`src/sv/hvc_pkg.sv`:
```
// types and constants shared by the handpoint velocity converter
// no dependencies
package hvc_pkg;

    localparam int MaxSteps = 24;
    localparam logic signed [35:0] AngPi     = 36'sd1686629713;
    localparam logic signed [35:0] AngHalfPi = 36'sd843314856;
    localparam logic signed [35:0] CordicGain = 36'sd652032874;
    localparam logic signed [15:0] HeadingMax = 16'sd25736;

    localparam logic [1:0] REG_OFFSET = 2'd0;
    localparam logic [1:0] REG_SOURCE = 2'd1;
    localparam logic [1:0] REG_INDEX  = 2'd2;

    localparam logic [1:0] SRC_SIM = 2'd1;
    localparam logic [1:0] SRC_MOCAP = 2'd2;

    typedef enum logic [2:0] {
        OP_NONE, OP_QUAT, OP_VEC, OP_ROT, OP_POSE, OP_VEL, OP_DIV, OP_LOAD
    } t_op;

    typedef struct packed {
        t_op  op;
    } t_cmd;

    typedef struct packed {
        logic done;
    } t_status;

    function automatic logic signed [35:0] atan_entry(input logic [4:0] i);
        case (i)
            5'd0: atan_entry = 36'sd421657428;
            5'd1: atan_entry = 36'sd248918915;
            5'd2: atan_entry = 36'sd131521918;
            5'd3: atan_entry = 36'sd66762579;
            5'd4: atan_entry = 36'sd33510843;
            5'd5: atan_entry = 36'sd16771758;
            5'd6: atan_entry = 36'sd8387925;
            5'd7: atan_entry = 36'sd4194219;
            5'd8: atan_entry = 36'sd2097141;
            5'd9: atan_entry = 36'sd1048575;
            5'd10: atan_entry = 36'sd524288;
            5'd11: atan_entry = 36'sd262144;
            5'd12: atan_entry = 36'sd131072;
            5'd13: atan_entry = 36'sd65536;
            5'd14: atan_entry = 36'sd32768;
            5'd15: atan_entry = 36'sd16384;
            5'd16: atan_entry = 36'sd8192;
            5'd17: atan_entry = 36'sd4096;
            5'd18: atan_entry = 36'sd2048;
            5'd19: atan_entry = 36'sd1024;
            5'd20: atan_entry = 36'sd512;
            5'd21: atan_entry = 36'sd256;
            5'd22: atan_entry = 36'sd128;
            5'd23: atan_entry = 36'sd64;
            default: atan_entry = 36'sd0;
        endcase
    endfunction

    function automatic logic signed [31:0] sat32(input logic signed [65:0] v);
        if (v > 66'sh0_7FFF_FFFF)
            sat32 = 32'sh7FFF_FFFF;
        else if (v < -66'sh0_8000_0000)
            sat32 = 32'sh8000_0000;
        else
            sat32 = v[31:0];
    endfunction

endpackage

```
`src/sv/hvc_ctrl.sv`:
```
// controller sequencing the datapath for one transaction
// depends on hvc_pkg
module hvc_ctrl import hvc_pkg::*; #(
    parameter int STEPS = 16
) (
    input  logic    i_clk,
    input  logic    i_rst_n,
    input  logic    i_start,
    input  logic    i_cmd,
    input  logic    i_rot_needed,
    input  t_status i_status,
    output t_cmd    o_cmd,
    output logic    o_busy,
    output logic    o_load_out,
    output logic    o_kind
);

    localparam int CW = $clog2(MaxSteps + 1);

    typedef enum logic [3:0] {
        S_IDLE, S_QUAT, S_VEC, S_ROT_P, S_ROT, S_POSE, S_VEL, S_DIV, S_OUT
    } t_state;

    t_state r_state;
    logic [CW-1:0] r_cnt;
    logic r_kind;

    always_comb begin
        o_cmd = '{op: OP_NONE};
        case (r_state)
            S_QUAT:  o_cmd.op = OP_QUAT;
            S_VEC:   o_cmd.op = OP_VEC;
            S_ROT_P: o_cmd.op = OP_LOAD;
            S_ROT:   o_cmd.op = OP_ROT;
            S_POSE:  o_cmd.op = OP_POSE;
            S_VEL:   o_cmd.op = OP_VEL;
            S_DIV:   o_cmd.op = OP_DIV;
            default: o_cmd.op = OP_NONE;
        endcase
    end

    assign o_busy = (r_state != S_IDLE);
    assign o_load_out = (r_state == S_OUT);
    assign o_kind = r_kind;

    always_ff @(posedge i_clk) begin
        if (!i_rst_n) begin
            r_state <= S_IDLE;
            r_cnt <= '0;
            r_kind <= 1'b0;
        end else begin
            case (r_state)
                S_IDLE: if (i_start) begin
                    r_kind <= i_cmd;
                    r_state <= i_cmd ? S_ROT_P : S_QUAT;
                end
                S_QUAT: begin r_cnt <= '0; r_state <= S_VEC; end
                S_VEC: begin
                    if (r_cnt == CW'(STEPS - 1)) begin
                        r_state <= i_rot_needed ? S_ROT_P : S_OUT;
                    end
                    r_cnt <= r_cnt + 1'b1;
                end
                S_ROT_P: begin r_cnt <= '0; r_state <= S_ROT; end
                S_ROT: begin
                    if (r_cnt == CW'(STEPS - 1))
                        r_state <= r_kind ? S_VEL : S_POSE;
                    r_cnt <= r_cnt + 1'b1;
                end
                S_POSE: r_state <= S_OUT;
                S_VEL:  r_state <= S_DIV;
                S_DIV:  if (i_status.done) r_state <= S_OUT;
                S_OUT:  r_state <= S_IDLE;
                default: r_state <= S_IDLE;
            endcase
        end
    end

endmodule

```
`config.mk`:
```
export PLATFORM = sky130hd
export DESIGN_NAME = hvc_ctrl
export DESIGN_NICKNAME = d
export VERILOG_FILES = /design/src/sv/hvc_pkg.sv /design/src/sv/hvc_ctrl.sv
export SDC_FILE = /design/constraint.sdc
export NUM_CORES = 1
export LEC_CHECK = 0
export ABC_AREA = 0
export BUFFER_PORTS_ARGS = -buffer_cell sky130_fd_sc_hd__buf_2
export CAP_MARGIN = 20
export CORE_MARGIN = 2
export CORE_UTILIZATION = 52
export CTS_BUF_LIST = sky130_fd_sc_hd__clkbuf_8 sky130_fd_sc_hd__clkbuf_16
export CTS_CLUSTER_SIZE = 30
export DETAILED_ROUTE_END_ITERATION = 7
export PLACE_DENSITY = 0.79
export SYNTH_ARGS = -nofsm -noshare
export SYNTH_HDL_FRONTEND = slang
export SYNTH_SLANG_ARGS = --single-unit
```
`constraint.sdc`:
```
create_clock -name i_clk -period 2.2 [get_ports i_clk]
set_input_delay 0 -clock i_clk [delete_from_list [all_inputs] [get_ports i_clk]]
set_output_delay 0 -clock i_clk [all_outputs]
set_load 0.1 [all_outputs]
```
Word-level counts from Yosys, hierarchy flattened
Cells that the tools add are included.
- eq/ne operators: 13
- reductions and logical operators: 7
- multipliers: 0
- divide/modulo/power cells: 0
- mux-type cells: 10
- shifts and indexed selects: 0
- order comparisons: 0
- add/sub/neg operators: 1
- bitwise gates (word level): 0
- operators with widths (kind ; number):
    one-hot mux 4 bit (8 select lines) ; 1
    one-hot mux 3 bit (7 select lines) ; 1
    2-to-1 mux 4 bit ; 5
    equality test 4 x 3 -> 1 bit, second input constant ; 4
    one-hot mux 5 bit (2 select lines) ; 1
    equality test 4 x 2 -> 1 bit, second input constant ; 2
    != test 2 bit, second input constant ; 4
    adder 5 x 1 -> 5 bit, second input constant ; 1
    equality test 5 x 4 -> 1 bit, second input constant ; 1
    equality test 4 x 1 -> 1 bit, second input constant ; 1
    equality test 4 bit, second input constant ; 1
    logical NOT 4 bit ; 1
    2-to-1 mux 2 bit ; 2
    AND reduction 4 bit ; 1
    nonzero test 4 bit ; 1
    OR reduction 2 bit ; 2
    AND reduction 2 bit ; 1
    nonzero test 2 bit ; 1
- memories kept: 0
- flip-flop bits (word level): 10
- latch bits: 0
- input port bits: 6
- ROM bits: 0
- word-level logic and storage cells: 34
- memory bits (writable): 0

Depth between registers and ports, before layout
Gate-level depths: netlist of the first run.
- depth after elaboration: 3
- depth in mapped cells: 6
- mapped depth without buffers: 6

Worst setup path before layout of the first run
OpenSTA, ideal clock, no wires.
- path type: register to output
- start: register r_state[2]
- end: output port o_cmd[1] (netlist bit)
- cell stages (with the launch flop): 6
- slack: 69 ps
- required time: 2200 ps
- arrival time: 2131 ps
- cells stage by stage: dfxtp_1 -> buf_6 -> buf_2 -> nor2b_1 -> xnor2_1 -> nor2_1
- RTL lines (what ; line ; RTL):
    start, declared ; hvc_ctrl.sv:24 ; t_state r_state;
    start signal, assigned ; hvc_ctrl.sv:55 ; r_state <= i_cmd ? S_ROT_P : S_QUAT;
    start signal, assigned ; hvc_ctrl.sv:60 ; r_state <= i_rot_needed ? S_ROT_P : S_OUT;
    start signal, assigned ; hvc_ctrl.sv:67 ; r_state <= r_kind ? S_VEL : S_POSE;
    end, declared ; hvc_ctrl.sv:12 ; output t_cmd o_cmd,

Worst setup path after layout of the first run
- start: register r_cnt[0]
- end: register r_state[1]
- word-level cells in the longest chain between the ends: 3
- ends and longest elaborated chain (what ; line ; RTL):
    start, declared ; hvc_ctrl.sv:25 ; logic [CW-1:0] r_cnt;
    start signal, assigned ; hvc_ctrl.sv:62 ; r_cnt <= r_cnt + 1'b1;
    start signal, assigned ; hvc_ctrl.sv:68 ; r_cnt <= r_cnt + 1'b1;
    equality test 5 x 4 -> 1 bit * ; hvc_ctrl.sv:59, hvc_ctrl.sv:66 ;
    != test 2 bit (no source line) ; -- ;
    AND reduction 4 bit (no source line) * ; -- ;
Every way passes the cells marked *; elsewhere a longest branch is shown, timed or not.
A chain may end at the register's enable or synchronous reset.

==> flow_results.org, run 1 <==
** Layout
- Total of fill cells in the finished design :: 112
- Final std cells w/o fill :: 107
- Area of all sequential standard cells :: 200 µm²
- Count of antenna diodes in the layout :: 0
- Total Nets Final :: 101
- Post-synthesis to final-layout area growth :: 14.2%
- Once layout is done, the placed cells without fillers occupy 777 µm².
- The multi-input combinational cells in the finished layout cover a total of 422 µm².
- Fraction of final layout cells with drive strength greater than 1 :: 21.7%

** Clock tree
- In this run the number of H-tree levels came out at 1.
- Hold repair after CTS inserted 0 buffers.
- Number of gates given a new drive strength after cts :: 0
- Num CTS Buffers :: 3
- Insertion delay of the later-clocked pin in the worst-skew pair :: 240 ps
- Counting every sink on the clock net gives 10.
- Clock-pin slew of the registers on the worst-case setup and hold paths :: 50 ps
- TritonCTS built the clock tree.
- Post-CTS Setup Bufs :: 0
- The longest clock path from root to sink contains 2 buffers.
- Clock Tree Root :: sky130_fd_sc_hd__clkbuf_8

** Yosys
- Synthesized area per cell :: 8.20 µm²
- Synth Net Count :: 91
- Post-synthesis instance total :: 83
- Counting flops with a built-in enable in the synthesized netlist gives 0.
- The mapped netlist covers 681 µm².
- Share of synthesized area occupied by flip-flops and latches :: 29.4%
- Distinct cell type count after synthesis :: 41
- Yosys warnings :: 0
- The most used flip-flop cell after synthesis is sky130_fd_sc_hd__dfxtp_1.
- Of all flip-flops after synthesis, the portion carrying an async set or reset was 0%.
- Synth Register Bits :: 10

** Min path
- The path class of the tightest hold or removal check is input port to flip-flop.
- Number of instances on the worst hold path :: 3

** Detailed routing
- In this run, the number of DRC markers left after iteration 0 of detailed routing was 5.
- The detailed router placed 592 vias in this run.
- DRT antenna net count :: 0
- Dividing the detail-routed via count by the number of cells gives 5.53.
- Initial DRT Pass Iterations :: 3
- Total routed wirelength :: 1300 µm
- In the routed design, unresolved DRC markers number 0.
- In the final routed layout, each cell accounts on average for 12.2 µm.

** Pwr
- In this run, the clock network consumes 18.2% of the power.
- For this design the static power due to leakage is 0.000310 µW.
- The internal portion of the total power is 578 µW.
- Part of the power in registers :: 24.8%
- Across the VDD grid, the largest voltage drop is 0.000717 V.
- In this run the power density over the cells is 1630 nW/µm².
- Logic pwr share :: 57.0%
- Net switching power :: 685 µW
- Fraction of power spent switching nets :: 54.2%

** STA
- The worst path in the final design needs a cycle of 1830 ps, including I/O delays and setup.
- Unrepaired setup endpoints after global routing :: no
- For the final database, setup skew stands at 2.88 ps.
- Worst hold slack :: 39.4 ps
- Final period utilization :: 83.3%
- Adding up every negative setup slack in the final design gives 0 ps.
- Static timing analysis puts the maximum clock frequency at 0.545 GHz.
- Setup violations remaining at the end of the flow were counted as 0.
- The number of hold violations in the final report came to 0.
- Setup slack on the critical path of the routed design comes to 366 ps.
- In this run the tightest slew margin relative to its limit is 62.4%.
- The number of pins with negative max-slew slack in the final report is 0.
- For the pin with the worst max-slew slack, the measured transition is 563 ps.

** Global routing
- The number of antenna violations at the first check in global routing is 0.
- Pin count of the biggest net entering global routing :: 20
- First-pass GRT wire length :: 2060 µm
- Number of global-route vias before repair :: 499
- For this run the aggregate overflow at the end of global routing stands at 0.
- Total Routing Usage GR :: 19.7%

** Die
- From left edge to right edge, the die measures 40.2 µm.
- Measured along the y axis, the die boundary spans 40.2 µm.
- The die covers 1610 µm².
- Rows :: 13
- The initial utilization of the core area, before any placement, comes to 53.6%.
- In this run the standard cell core region covers 1270 µm².
- Number of placed I/O pins :: 12

** Worst setup path
- STA classifies the critical path startpoint as a flip-flop.
- For the worst setup path, the data required time is 2330 ps.
- Data arrival at the endpoint of the critical path :: 1970 ps
- The setup path with the least slack is of type flip-flop to flip-flop.
- Count of cells along the worst register-to-register path :: 6
- STA classifies the critical path endpoint as a flip-flop.
- Highest net fanout along the worst path :: 6

** Run
- Maximum capacitance violations :: 0

** Placement
- Detailed placer's ending HPWL :: 934 µm
- Port buffering added 11 buffers.
- # placed instances :: 103
- Placement-stage worst setup slack :: 373 ps
- Cell area after placement :: 722 µm²
- The congestion estimate from routability-driven global placement came to 0.735.

** Status
- The flow ran to the end, and the final reports show no timing, DRC or antenna violations.
critical path: stages (launching register included):
cell and delay [ps]:
sky130_fd_sc_hd__dfxtp_1 340, sky130_fd_sc_hd__ha_1 210, sky130_fd_sc_hd__and3_1 180, sky130_fd_sc_hd__ha_1 160
sky130_fd_sc_hd__or4_1 490, sky130_fd_sc_hd__o221a_1 240, sky130_fd_sc_hd__o21a_1 100
power by group through the flow:
| stage | logic [µW] | registers [µW] | clock network, µW |
|---|---|---|---|
| CTS | 721 | 312 | 238 |
| finish | 720 | 313 | 230 |
| global route | 768 | 323 | 244 |
| floorplan | 688 | 263 | 0 |
| global placement | 714 | 311 | 0 |
| detailed placement | 719 | 316 | 0 |
layout by cell type (no fill, tap or decap), types with 2 or more instances in the layout:
cell / n
sky130_fd_sc_hd__o21a_1: 2
sky130_fd_sc_hd__nor4_1: 2
sky130_fd_sc_hd__nor2_1: 8
sky130_fd_sc_hd__inv_1: 3
sky130_fd_sc_hd__xnor2_1: 5
sky130_fd_sc_hd__ha_1: 2
sky130_fd_sc_hd__dfxtp_1: 10
sky130_fd_sc_hd__buf_2: 11
sky130_fd_sc_hd__a21oi_1: 3
sky130_fd_sc_hd__nand2_1: 2
sky130_fd_sc_hd__buf_4: 2
sky130_fd_sc_hd__nor2b_1: 4
sky130_fd_sc_hd__clkbuf_8: 4
sky130_fd_sc_hd__or4_1: 2
sky130_fd_sc_hd__nor3_1: 4
sky130_fd_sc_hd__a21boi_0: 2
sky130_fd_sc_hd__o31ai_1: 2
sky130_fd_sc_hd__nor4b_1: 3
state kept, by name (all words and copies together), names as in the netlist:
register / flops
r_cnt: 5
r_state: 4
o_kind: 1
layout make-up:
class,instances,share of cell area [%]
repair buffers,13,9.02
flip-flops and latches,10,25.8
multi-input cells,62,54.3
well taps,15,2.42
inverters,3,1.45
clock buffers,4,7.09
kinds of logic after synthesis:
group	share of synthesized area [%]
xor gates and xnor gates	6.43
adders and majority gates	3.68
DFF	29.4
AOI/OAI and AO/OA	17.6
buffers and inverters	8.64
and+or+nand+nor	32.7
muxes	1.47
Yosys cell counts (2+ instances only):
cell type                  count  area, µm²
sky130_fd_sc_hd__o31ai_1       2       15.0
sky130_fd_sc_hd__dfxtp_1      10        200
sky130_fd_sc_hd__nor2_1        8       30.0
sky130_fd_sc_hd__nor3_1        4       20.0
sky130_fd_sc_hd__buf_2         4       20.0
sky130_fd_sc_hd__xnor2_1       5       43.8
sky130_fd_sc_hd__nor2b_1       4       25.0
sky130_fd_sc_hd__nor4_1        2       12.5
sky130_fd_sc_hd__or4_1         2       15.0
sky130_fd_sc_hd__inv_1         3       11.3
sky130_fd_sc_hd__nor4b_1       3       26.3
sky130_fd_sc_hd__a21oi_1       3       15.0
sky130_fd_sc_hd__nand2_1       2       7.51
sky130_fd_sc_hd__ha_1          2       25.0
sky130_fd_sc_hd__o21a_1        2       15.0
sky130_fd_sc_hd__a21boi_0      2       15.0
worst paths after layout:
kind,startpoint,endpoint,slack [ps]
max,r_cnt[0],r_state[1],370
min,i_cmd,o_kind,40
max reg2reg,r_cnt[0],r_state[1],370
min reg2reg,r_cnt[4],r_cnt[4],510
layer usage:
layer | vias up | track usage [%] | part of all wire [%]
met2 | 8 | 31.5 | 48
li1 | 316 | - | -
met1 | 264 | 23.3 | 47
met5 | - | 0 | 0
met3 | 4 | 5.00 | 3.3
met4 | 0 | 12.5 | 1.8
stage by stage:
| step | total power (µW) | util, % |
|---|---|---|
| after CTS | 1270 | 61.2 |
| after floorplan | 951 | - |
| final | 1260 | 61.2 |
| after global placement | 1020 | 56.9 |
| after detailed placement | 1030 | 56.9 |
| after global routing | 1340 | 61.2 |
No activity file was read; power rests on OpenSTA's default activity.
==> inputs of run 2 (changes only) <==
==> constraint.sdc (replaced) <==
create_clock -name i_clk -period 1.9 [get_ports i_clk]
set_input_delay 0 -clock i_clk [delete_from_list [all_inputs] [get_ports i_clk]]
set_output_delay 0 -clock i_clk [all_outputs]
set_load 0.1 [all_outputs]
==> flow_results.org, run 2 (synthesized netlist as in run 1, its figures left out) <==
** Layout
- Most frequent cells in the layout :: sky130_fd_sc_hd__buf_2 (11), sky130_fd_sc_hd__dfxtp_1 (8), sky130_fd_sc_hd__xnor2_1 (5), sky130_fd_sc_hd__nor2_1 (5)
- Flip-flop count of the largest register after layout :: 5 (unchanged)
- Register name with the most flops :: r_cnt
- Total Nets Final :: 102 (+0.99%)
- The share of cells above drive strength 1 is 28.3% (+6.5 points).
- Post-synthesis to final-layout area growth :: 15.3%
- The final-layout fill cell count is 114 (+1.8%).
- The number of antenna repair diodes was 0 (unchanged).
- Leaving out fill and tap cells, the most frequent cell in the layout is sky130_fd_sc_hd__buf_2.

** Detailed routing
- DRT antenna net count :: 0 (unchanged)
- Initial DRC Count :: 11 (+6)
- The remaining design rule violation count was 0 (unchanged).
- The detailed-router iteration count before antenna repair was 4 (+1).
- The sum of routed wire length over all layers is 1470 µm (+13%).
- The total number of vias came to 627 (+5.9%).
- The average via count per standard cell is 5.86 (+5.9%).
- Wirelength per Cell :: 13.7 µm (+13%)

** Global routing
- Pin count of the biggest net entering global routing :: 18 (-10%)
- Met3 usage :: 10.0% (+5.0 points)
- The met1 capacity usage during global routing was 26.0% (+2.7 points).
- Total Routing Usage GR :: 22.0% (+2.3 points)
- The via count of the first global-routing pass came to 538 (+7.8%).
- The total congestion overflow after global routing was 0 (unchanged).
- The first-pass GRT wire length came to 2320 µm (+13%).
- The met2 track demand over resource came to 36.3% (+4.8 points).
- Antenna violations before repair :: 0 (unchanged)
- Most congested layer reported by global routing :: met2

** STA
- Unrepaired setup endpoints after global routing :: no
- The highest clock frequency the design can meet is 0.551 GHz (+1.1%).
- The accumulated negative setup slack is 0 ps (unchanged).
- Final Hold Vio Count :: 0 (unchanged)
- The final cycle utilization of the critical path was 95.5% (+12 points).
- The actual transition at the worst max-transition pin was 482 ps (-80.9 ps).
- The smallest hold slack is 48.7 ps (+9.25 ps).
- The max-slew headroom at the worst pin came to 67.8% (+5.4 points).
- Clock period minus worst slack :: 1810 ps (-19.9 ps)
- The number of pins with negative max-slew slack in the final report is 0 (unchanged).
- The number of setup violations in the final report was 0 (unchanged).
- Final setup skew :: 2.33 ps (-0.549 ps)

** Clock tree
- Insertion delay of the later-clocked pin in the worst-skew pair :: 230 ps (about the same)
- Num CTS Buffers :: 3 (unchanged)
- The number of buffers inserted by post-CTS setup repair was 0 (unchanged).
- The root buffer cell chosen for the clock tree is sky130_fd_sc_hd__clkbuf_8.
- Clock-pin slew of the registers on the worst-case setup and hold paths :: 50 ps (about the same)
- Level count of the clock H-tree :: 1 (unchanged)
- The number of clock sinks was 10 (unchanged).
- TritonCTS built the clock tree.
- The post-cts repair resize count is 0 (unchanged).
- Hold bufs inserted after CTS :: 0 (unchanged)
- Clock Tree Buf Depth :: 2 (unchanged)

** Worst setup path
- Max stage delay on crit path :: 470 ps (-20 ps)
- The worst setup path is launched from a flip-flop.
- Walking the worst path, the cells encountered are ha_1 -> and3_1 -> ha_1 -> or4_4 -> o221a_1 -> o21a_1.
- Worst endpoint required time :: 2030 ps (-300 ps)
- Classification of the worst setup path :: flip-flop to flip-flop
- The cell that appears most often on the critical path is sky130_fd_sc_hd__ha_1.
- The kind of cell with the highest combined delay along the critical path is simple AND/OR/NAND/NOR gates.
- Data arrival at the endpoint of the critical path :: 1940 ps (-30 ps)
- On the critical path, the stage with the largest delay is an instance of sky130_fd_sc_hd__or4_4.
- Highest net fanout along the worst path :: 6 (unchanged)
- Worst setup EP type :: flip-flop
- CP Buf/Inv Count :: 0 (unchanged)

** Die
- The die footprint is 1610 µm² (unchanged).
- Die height :: 40.2 µm (unchanged)
- The total number of placement rows came to 13 (unchanged).
- The core area was 1270 µm² (unchanged).
- Effective utilization at floorplan :: 53.6% (unchanged)
- Die width :: 40.2 µm (unchanged)
- The top-level port count came to 12 (unchanged).

** Min path
- In this run the worst hold path is classified as input port to flip-flop.

** Pwr
- The worst supply voltage drop on vdd was 0.000718 V (about the same).
- The power density relative to cell area came to 1850 nW/µm² (+14%).
- The leakage power is 0.000310 µW (about the same).

** Placement
- The number of port buffers was 11 (unchanged).
- Weighted congestion reported at the end of routability-driven placement :: 0.731 (-0.50%)
- Detailed placer's ending HPWL :: 992 µm (+6.3%)

** Status
- The flow ran to the end, and the final reports show no timing, DRC or antenna violations.

** Run
- The number of max-cap violations is 0 (unchanged).
## run 2: worst paths after layout
| check | start | end | slack, ps | depth (start not counted) |
|---|---|---|---|---|
| max | r_cnt[0] | r_state[1] | 90 | 6 |
| min | i_cmd | o_kind | 50 | 3 |
| max reg2reg | r_cnt[0] | r_state[1] | 90 | 6 |
| min reg2reg | r_cnt[4] | r_cnt[4] | 510 | 2 |
## run 2: per-stage QoR
step / setup WS (ps) / cells / instance area [µm²] / power (µW) / utilization [%]
after floorplan: 141 / 83 / 688 / 1110 / -
after global placement: 114 / 104 / 737 / 1200 / 58.1
after detailed placement: 73.1 / 104 / 737 / 1220 / 58.1
after CTS: 55.4 / 107 / 778 / 1440 / 61.3
after global routing: 8.54 / 107 / 785 / 1540 / 61.8
final: 86.2 / 107 / 785 / 1450 / 61.8
## run 2: worst reg2reg max path, delay by kind of cell (launching register included)
family / cells / cell delay, ps
simple gates: 2 / 660
fa+ha+maj: 2 / 380
flops: 1 / 340
compound gates: 2 / 330
## run 2: report_power, final
group	total [µW]	switching (µW)	leakage, µW	internal [µW]
clock	216	77.4	0.0000216	138
combinational	865	614	0.000207	251
sequential	370	113	0.0000821	257
## run 2: layer usage
| layer | routed length (µm) | up-vias |
|---|---|---|
| met5 | 0 | - |
| li1 | - | 322 |
| met2 | 750 | 10 |
| met4 | 8 | 0 |
| met1 | 663 | 292 |
| met3 | 48 | 3 |
## run 2: cell type report
class	count	area (µm²)	area share [%]
inverter	3	11.3	1.44
tap	15	18.8	2.39
multi-input combinational	62	433	55.2
clock buffer	3	41.3	5.26
timing repair buffer	14	77.6	9.89
sequential	10	203	25.8
